--- src/rtl/bsed_pkg.sv ---
// ----------------------------------------------------------------------------
// bsed_pkg
// types, constants and helper functions of the backslash escape decoder
// ----------------------------------------------------------------------------
package bsed_pkg;

    localparam int MAX_RESULTS = 4;
    localparam int CNT_W       = $clog2(MAX_RESULTS + 1);
    localparam int IDX_W       = $clog2(MAX_RESULTS);
    localparam int CFG_IDX_W   = 1;

    localparam logic [CFG_IDX_W-1:0] REG_ESCAPES = 1'd0;
    localparam logic [CFG_IDX_W-1:0] REG_NEWLINE = 1'd1;

    localparam logic [7:0] BYTE_BEL = 8'h07;
    localparam logic [7:0] BYTE_BS  = 8'h08;
    localparam logic [7:0] BYTE_TAB = 8'h09;
    localparam logic [7:0] BYTE_NL  = 8'h0a;
    localparam logic [7:0] BYTE_VT  = 8'h0b;
    localparam logic [7:0] BYTE_FF  = 8'h0c;
    localparam logic [7:0] BYTE_CR  = 8'h0d;
    localparam logic [7:0] BYTE_ESC = 8'h1b;
    localparam logic [7:0] BYTE_SP  = 8'h20;
    localparam logic [7:0] BYTE_BSL = 8'h5c;

    typedef struct packed {
        logic [7:0] in_byte;
        logic       arg_end;
        logic       final_arg;
    } t_in_beat;

    typedef struct packed {
        logic [7:0] out_byte;
        logic       run_last;
    } t_out_beat;

    typedef enum logic [3:0] {
        PH_IDLE   = 4'b0001,
        PH_BSLASH = 4'b0010,
        PH_HEX    = 4'b0100,
        PH_OCT    = 4'b1000
    } t_phase;

    typedef struct packed {
        logic [MAX_RESULTS-1:0][7:0] bytes;
        logic [CNT_W-1:0]            cnt;
        logic                        snl;
        logic                        stop;
    } t_emit;

    function automatic t_emit f_emit(t_emit e, logic [7:0] b);
        t_emit r;
        r = e;
        if (!r.stop && (r.cnt < CNT_W'(MAX_RESULTS))) begin
            r.bytes[r.cnt[IDX_W-1:0]] = b;
            r.cnt = r.cnt + CNT_W'(1);
            r.snl = (b == BYTE_NL);
        end
        return r;
    endfunction

    // {valid, digit value}
    function automatic logic [4:0] f_hex_digit(logic [7:0] b);
        logic [4:0] r;
        r = '0;
        if (b inside {["0":"9"]}) begin
            r = {1'b1, 4'(b - "0")};
        end else if (b inside {["a":"f"]}) begin
            r = {1'b1, 4'(b - "a" + 8'd10)};
        end else if (b inside {["A":"F"]}) begin
            r = {1'b1, 4'(b - "A" + 8'd10)};
        end
        return r;
    endfunction

endpackage

--- src/rtl/backslash_escape_decoder_unit.sv ---
// ----------------------------------------------------------------------------
// backslash_escape_decoder_unit
// decodes a stream of argument bytes into printable output bytes
// ----------------------------------------------------------------------------
// An input beat is taken in every cycle as long as each one yields at most one
// output byte and the output is not stalled; a beat that yields k bytes (up to
// four, e.g. a pending escape flushed at an argument end plus the separator)
// holds the single output byte lane until all k are sent. The decoder itself
// is one pass of logic into a burst register, which is handed to the output
// register when that drains. The configuration port is always ready; the user
// must write it only while the block is idle, which the block does not enforce.
module backslash_escape_decoder_unit (
    input  logic                               i_clk,
    input  logic                               i_rst_n,
    input  logic                               i_in_valid,
    input  bsed_pkg::t_in_beat                 i_in_beat,
    output logic                               o_in_stall,
    output logic                               o_out_valid,
    output bsed_pkg::t_out_beat                o_out_beat,
    input  logic                               i_out_stall,
    input  logic                               i_cfg_valid,
    output logic                               o_cfg_ready,
    input  logic [bsed_pkg::CFG_IDX_W-1:0]     i_cfg_index,
    input  logic                               i_cfg_data
);
    import bsed_pkg::*;

    logic                        r_esc_en;
    logic                        r_tnl;
    t_phase                      r_phase;
    logic [7:0]                  r_val;
    logic [1:0]                  r_left;
    logic                        r_snl;
    logic                        r_stopped;

    logic [MAX_RESULTS-1:0][7:0] r_b_bytes;
    logic [CNT_W-1:0]            r_b_cnt;
    logic [MAX_RESULTS-1:0][7:0] r_o_bytes;
    logic [CNT_W-1:0]            r_o_cnt;
    logic [IDX_W-1:0]            r_o_idx;

    t_phase                      n_phase;
    logic [7:0]                  n_val;
    logic [1:0]                  n_left;
    t_emit                       n_emit;

    logic [7:0]                  in_b;
    logic [4:0]                  hx;
    logic                        o_last;
    logic                        o_free;
    logic                        in_acc;

    assign in_b = i_in_beat.in_byte;
    assign hx   = f_hex_digit(in_b);

    // decode
    always_comb begin
        n_emit = '{bytes: '0, cnt: '0, snl: r_snl, stop: r_stopped};
        n_phase = r_phase;
        n_val = r_val;
        n_left = r_left;
        case (r_phase)
            PH_IDLE: begin
                if (r_esc_en && (in_b == BYTE_BSL)) begin
                    n_phase = PH_BSLASH;
                end else begin
                    n_emit = f_emit(n_emit, in_b);
                end
            end
            PH_BSLASH: begin
                n_phase = PH_IDLE;
                case (in_b)
                    "a": n_emit = f_emit(n_emit, BYTE_BEL);
                    "b": n_emit = f_emit(n_emit, BYTE_BS);
                    "c": n_emit.stop = 1'b1;
                    "e": n_emit = f_emit(n_emit, BYTE_ESC);
                    "f": n_emit = f_emit(n_emit, BYTE_FF);
                    "n": n_emit = f_emit(n_emit, BYTE_NL);
                    "r": n_emit = f_emit(n_emit, BYTE_CR);
                    "t": n_emit = f_emit(n_emit, BYTE_TAB);
                    "v": n_emit = f_emit(n_emit, BYTE_VT);
                    BYTE_BSL: n_emit = f_emit(n_emit, BYTE_BSL);
                    "x": begin
                        n_phase = PH_HEX;
                        n_val = '0;
                        n_left = 2'd2;
                    end
                    "0": begin
                        n_phase = PH_OCT;
                        n_val = '0;
                        n_left = 2'd3;
                    end
                    "1", "2", "3", "4", "5", "6", "7": begin
                        n_phase = PH_OCT;
                        n_val = {5'd0, in_b[2:0]};
                        n_left = 2'd2;
                    end
                    default: begin
                        n_emit = f_emit(n_emit, BYTE_BSL);
                        n_emit = f_emit(n_emit, in_b);
                    end
                endcase
            end
            PH_HEX: begin
                if (hx[4]) begin
                    n_val = {r_val[3:0], hx[3:0]};
                    n_left = r_left - 2'd1;
                    if (n_left == 2'd0) begin
                        n_emit = f_emit(n_emit, n_val);
                        n_phase = PH_IDLE;
                        n_val = '0;
                    end
                end else begin
                    if (r_left == 2'd2) begin
                        n_emit = f_emit(n_emit, BYTE_BSL);
                        n_emit = f_emit(n_emit, "x");
                    end else begin
                        n_emit = f_emit(n_emit, r_val);
                    end
                    n_val = '0;
                    n_left = '0;
                    n_phase = PH_IDLE;
                    if (r_esc_en && (in_b == BYTE_BSL)) begin
                        n_phase = PH_BSLASH;
                    end else begin
                        n_emit = f_emit(n_emit, in_b);
                    end
                end
            end
            PH_OCT: begin
                if (in_b inside {["0":"7"]}) begin
                    n_val = {r_val[4:0], in_b[2:0]};
                    n_left = r_left - 2'd1;
                    if (n_left == 2'd0) begin
                        n_emit = f_emit(n_emit, n_val);
                        n_phase = PH_IDLE;
                        n_val = '0;
                    end
                end else begin
                    n_emit = f_emit(n_emit, r_val);
                    n_val = '0;
                    n_left = '0;
                    n_phase = PH_IDLE;
                    if (r_esc_en && (in_b == BYTE_BSL)) begin
                        n_phase = PH_BSLASH;
                    end else begin
                        n_emit = f_emit(n_emit, in_b);
                    end
                end
            end
            default: begin
                n_phase = PH_IDLE;
            end
        endcase

        // argument end: flush pending escape, then separator or newline
        if (i_in_beat.arg_end) begin
            case (n_phase)
                PH_BSLASH: n_emit = f_emit(n_emit, BYTE_BSL);
                PH_HEX: begin
                    if (n_left == 2'd2) begin
                        n_emit = f_emit(n_emit, BYTE_BSL);
                        n_emit = f_emit(n_emit, "x");
                    end else begin
                        n_emit = f_emit(n_emit, n_val);
                    end
                end
                PH_OCT: n_emit = f_emit(n_emit, n_val);
                default: begin
                end
            endcase
            n_phase = PH_IDLE;
            n_val = '0;
            n_left = '0;
            if (i_in_beat.final_arg) begin
                if (r_tnl) begin
                    n_emit = f_emit(n_emit, BYTE_NL);
                end
                n_emit.stop = 1'b0;
                n_emit.snl = 1'b0;
            end else if (!n_emit.snl) begin
                n_emit = f_emit(n_emit, BYTE_SP);
            end
        end
    end

    // handshake
    assign o_out_valid = (r_o_cnt != '0);
    assign o_last      = ({1'b0, r_o_idx} == (r_o_cnt - CNT_W'(1)));
    assign o_free      = !o_out_valid || (o_last && !i_out_stall);
    assign o_in_stall  = (r_b_cnt != '0) && !o_free;
    assign in_acc      = i_in_valid && !o_in_stall;
    assign o_cfg_ready = 1'b1;

    assign o_out_beat.out_byte = r_o_bytes[r_o_idx];
    assign o_out_beat.run_last = o_last;

    // config registers
    always_ff @(posedge i_clk) begin
        if (!i_rst_n) begin
            r_esc_en <= 1'b0;
            r_tnl <= 1'b1;
        end else if (i_cfg_valid && o_cfg_ready) begin
            case (i_cfg_index)
                REG_ESCAPES: r_esc_en <= i_cfg_data;
                REG_NEWLINE: r_tnl <= i_cfg_data;
                default: begin
                end
            endcase
        end
    end

    // decoder state and burst register
    always_ff @(posedge i_clk) begin
        if (!i_rst_n) begin
            r_phase <= PH_IDLE;
            r_val <= '0;
            r_left <= '0;
            r_snl <= 1'b0;
            r_stopped <= 1'b0;
            r_b_cnt <= '0;
        end else if (in_acc) begin
            r_phase <= n_phase;
            r_val <= n_val;
            r_left <= n_left;
            r_snl <= n_emit.snl;
            r_stopped <= n_emit.stop;
            r_b_cnt <= n_emit.cnt;
        end else if (o_free) begin
            r_b_cnt <= '0;
        end
    end

    always_ff @(posedge i_clk) begin
        if (in_acc) begin
            r_b_bytes <= n_emit.bytes;
        end
    end

    // output register
    always_ff @(posedge i_clk) begin
        if (!i_rst_n) begin
            r_o_cnt <= '0;
            r_o_idx <= '0;
        end else if (o_free) begin
            r_o_cnt <= r_b_cnt;
            r_o_idx <= '0;
        end else if (!i_out_stall) begin
            r_o_idx <= r_o_idx + IDX_W'(1);
        end
    end

    always_ff @(posedge i_clk) begin
        if (o_free) begin
            r_o_bytes <= r_b_bytes;
        end
    end

endmodule

--- config.mk ---
export PLATFORM = sky130hd
export DESIGN_NAME = backslash_escape_decoder_unit
export DESIGN_NICKNAME = d
export VERILOG_FILES = /design/src/rtl/bsed_pkg.sv /design/src/rtl/backslash_escape_decoder_unit.sv
export SDC_FILE = /design/constraint.sdc
export NUM_CORES = 1
export LEC_CHECK = 0
export BUFFER_PORTS_ARGS = -buffer_cell sky130_fd_sc_hd__buf_2
export CAP_MARGIN = 20
export CORE_MARGIN = 10
export CORE_UTILIZATION = 35
export DETAILED_ROUTE_END_ITERATION = 7
export PLACE_DENSITY = 0.62
export SYNTH_ARGS = -nofsm -noshare
export SYNTH_HDL_FRONTEND = slang
export SYNTH_SLANG_ARGS = --single-unit
--- constraint.sdc ---
create_clock -name i_clk -period 7.7 [get_ports i_clk]
set_input_delay 1.155 -clock i_clk [delete_from_list [all_inputs] [get_ports i_clk]]
set_output_delay 1.155 -clock i_clk [all_outputs]
set_load 0.03 [all_outputs]
==> metrics.md <==
| Metric | Value |
|---|---|
| Setup tns final | `0 ns` |
| Gpl congestion | `0.9883` |
| Top Family by Delay on Critical Path | `compound AO/OA/AOI/OAI gates` |
| # H-tree levels | `3` |
| Clock transition at path regs | `0.06 ns` |
| GRT Total Usage | `16.86%` |
| Vias in the first global route | `5495` |
| Number of flops mapped to enable cells by yosys | `64` |
| Slew @ Worst Pin | `1.047 ns` |
| P_leak | `2.572 nW` |
| Slowest CP cell | `o31ai_1` |
| Total gr overflow | `0` |
| Die X-Extent | `156.8 um` |
| Ys async rst share | `0%` |
| Period utilization | `82.88%` |
| Power density cells | `161.6 nW/um^2` |
| Cts repair resizes | `0` |
| CP required | `7.77 ns` |
| Pre-CTS WS | `1.200 ns` |
| Number of hold buffers added after CTS | `0` |
| Core Region | `18210 sq um` |
| Initial Util | `35.99%` |
| Die area | `24600 sq um` |
| Initial DRC count | `1006` |
| Worst path cell trace | `buf_2 -> inv_1 -> ha_1 -> o21bai_1 -> a21oi_4 -> a21o_4 -> o31ai_1 -> nor2_1 -> a41oi_1 -> a21oi_1 -> ha_1 -> and2_1 -> ha_1 -> nor2_1 -> nor2_1 -> a2111oi_2 -> o211ai_1 -> a21oi_4 -> o21ai_2 -> o221ai_1 -> a32oi_1` |
| Largest net degree at the start of global routing | `41` |
| Fin Clk Skew | `0.008201 ns` |
| Max-slew violation count | `0` |
| # IOs | `29` |
| Clk Latency, worst-skew pair | `0.36 ns` |
| Startpoint Class | `input port` |
| Sequential-to-total area share from yosys stat | `37.27%` |
| Rel. slew slack | `29.34%` |
| Via/cell ratio | `6.215` |
| # Max-Cap Violations | `0` |
| Endpoint class of the critical path | `flop` |
| Synth Cell Area | `6554 sq um` |
| Final count of negative-setup-slack endpoints | `0` |
| Post-DRT Antenna Nets | `0` |
| Drt pass-1 iters | `8` |
| Main synth FF type | `edfxtp_1` |
| Post-DP HPWL | `15.74 mm` |
| Drt drc | `0` |
| Post-Route WL | `20.87 mm` |
| Worst setup margin | `1.318 ns` |
| Max Root-Sink Buffers | `2` |
| Unrepaired setup endpoints after global routing | `no` |
| First-pass GRT wire length | `32.33 mm` |
| Synth Net Count | `760` |
| Post-synth cell types | `91` |
| FP Rows | `49` |
| Worst hold path type | `reg2reg` |
| # nets final | `756` |
| Setup Buffers After CTS | `0` |
| Fmax | `156.7 MHz` |
| Hold Violations, Final | `0` |
| Min cycle time layout | `6.382 ns` |
| Critical path buffers and inverters | `2` |
| Finished Core Util | `39.21%` |
| Critical Path AT | `6.46 ns` |
| Worst setup path class | `in2reg` |
| Post-Synthesis Cells | `723` |
| Vias | `5923` |
| Initial antenna violation count | `0` |
| Wire per inst | `21.90 um` |
| Port Buf Inserts | `27` |
| Worst reg-to-reg setup slack | `2.41 ns` |
| Worst Path Max Fanout | `11` |
| Ant diodes | `0` |
| Register bit count reported by yosys | `90` |
| Synth warn | `0` |
| CTS tree | `yes` |
| Layout Area Growth over Synthesis | `8.935%` |
| CTS Buf Count | `9` |
| Clk Tree Root Cell | `clkbuf_16` |
| Clk sink count | `90` |
| Slowest stage delay, CP | `0.71 ns` |
| Max VDD drop | `0.00009823 V` |
| Status | `complete, no violations` |
| Die height | `156.8 um` |
| Avg Cell Area, Syn | `9.065 sq um` |
| Share of cells above drive strength 1 | `12.85%` |
==> worst register-to-register path, cell delays in order, from the launching register on <==
cell and delay, ns:
dfxtp_1 0.59, or4b_1 0.66, o31ai_1 0.81, nor2_1 0.11
a41oi_1 0.19, a21oi_1 0.23, ha_1 0.35, and2_1 0.16
ha_1 0.24, nor2_1 0.11, nor2_1 0.08, a2111oi_2 0.31
o211ai_1 0.23, a21oi_4 0.31, o21ai_2 0.25, o221ai_1 0.31
a32oi_1 0.08
==> power breakdown <==
part / switching (mW) / internal [mW] / total (mW)
combinational: 0.0792 / 0.0358 / 0.115
clock: 0.192 / 0.291 / 0.482
sequential: 0.00897 / 0.548 / 0.557
total: 0.280 / 0.874 / 1.15
==> synthesized netlist by cell type (4+ instances only) <==
cell type,count,area (sq um)
mux4_2,8,180.2
xnor2_1,6,52.55
a21boi_0,7,52.55
clkbuf_1,26,97.59
buf_4,5,37.54
a32oi_1,5,43.79
nor4b_1,4,35.03
a21oi_1,48,240.2
buf_2,16,80.08
o21a_1,8,60.06
a31oi_1,9,56.30
a221oi_1,6,52.55
edfxtp_1,64,1922
nor2_1,58,217.7
nand3_1,26,130.1
and3_1,11,68.82
a22oi_1,21,157.7
o22ai_1,4,25.02
nor2b_1,24,150.1
nor3b_1,7,52.55
nand4_1,7,43.79
a222oi_1,5,50.05
nand2b_1,5,31.28
nor3_1,24,120.1
nor4_1,5,31.28
o211ai_1,8,60.06
inv_1,22,82.58
a22o_1,5,43.79
a21o_1,9,67.56
o31ai_1,7,52.55
nand2_1,68,255.2
buf_1,4,15.01
dfxtp_1,26,520.5
a211oi_1,9,67.56
o21ai_1,7,35.03
ha_1,20,250.2
o21ai_0,30,150.1
and2_1,9,56.30
==> final cells by class <==
cell class | count | area [sq um]
clock buffers | 9 | 225.2
repair buffers | 38 | 217.7
inverters | 23 | 86.33
well taps | 229 | 286.5
flip-flops and latches | 90 | 2442
multi-input cells | 557 | 3774
clock inverters | 7 | 107.6
fillers | 1825 | 11070
==> through the flow <==
step           total power [mW]  cells  cell area, sq um  hold WS, ns
3_5_place_dp             0.6812    936              6799       0.4045
5_1_grt                   1.199    953              7139       0.4337
4_1_cts                   1.165    952              7132       0.4203
2_1_floorplan            0.6463    723              6554       0.4003
3_3_place_gp             0.6809    936              6799       0.4019
6_report                  1.154    953              7139       0.4183
==> cells in the final DEF (no fill, tap or decap), types with 6 or more instances in the layout <==
cell,instances
nand2_1,68
edfxtp_1,64
nor2_1,58
a21oi_1,48
o21ai_0,30
buf_2,27
nand3_1,26
dfxtp_1,26
nor2b_1,24
nor3_1,24
inv_1,22
a22oi_1,21
ha_1,20
and3_1,11
buf_4,10
and2_1,9
a21o_1,9
a31oi_1,9
a211oi_1,9
clkbuf_16,9
o21a_1,8
o211ai_1,8
mux4_2,8
nor3b_1,7
o31ai_1,7
o21ai_1,7
nand4_1,7
a21boi_0,7
xnor2_1,6
a221oi_1,6
==> flip-flops by register name, indices dropped and copies added (netlist names) <==
register	count
r_o_bytes	32
r_val	8
r_snl	1
r_o_idx	2
r_phase	4
r_b_cnt	3
r_tnl	1
r_stopped	1
r_b_bytes	32
r_left	2
r_esc_en	1
r_o_cnt	3
==> path summary, 6_finish.rpt <==
kind | start | end | cells past startpoint
max | i_in_beat[3] | r_b_bytes[2] | 21
min reg2reg | r_b_bytes[19] | r_o_bytes[19] | 0
min | r_b_bytes[19] | r_o_bytes[19] | 0
max reg2reg | r_phase[2] | r_b_bytes[2] | 16
==> per-layer routing <==
| metal | vias up | wire length [um] | part of all wire, % | track usage (%) |
|---|---|---|---|---|
| met5 | - | 0 | 0 | 0 |
| met4 | 0 | 714 | 3.4 | 6.787 |
| met3 | 54 | 1646 | 7.9 | 3.152 |
| met2 | 319 | 9605 | 46 | 26.78 |
| met1 | 2794 | 8903 | 43 | 22.09 |
| li1 | 2756 | - | - | - |
==> cell families (layout without fill, tap and decap cells) <==
group	after synthesis	after routing	synth area share, %
other	1	1	0.05722
xor gates and xnor gates	9	9	1.203
muxes	12	12	3.379
and+or+nand+nor	280	280	23.20
buffers and inverters	76	77	5.174
DFF	90	90	37.27
adders and majority gates	20	20	3.818
AOI/OAI and AO/OA	235	235	25.91
Note: power is estimated with default switching activity, not from simulation.
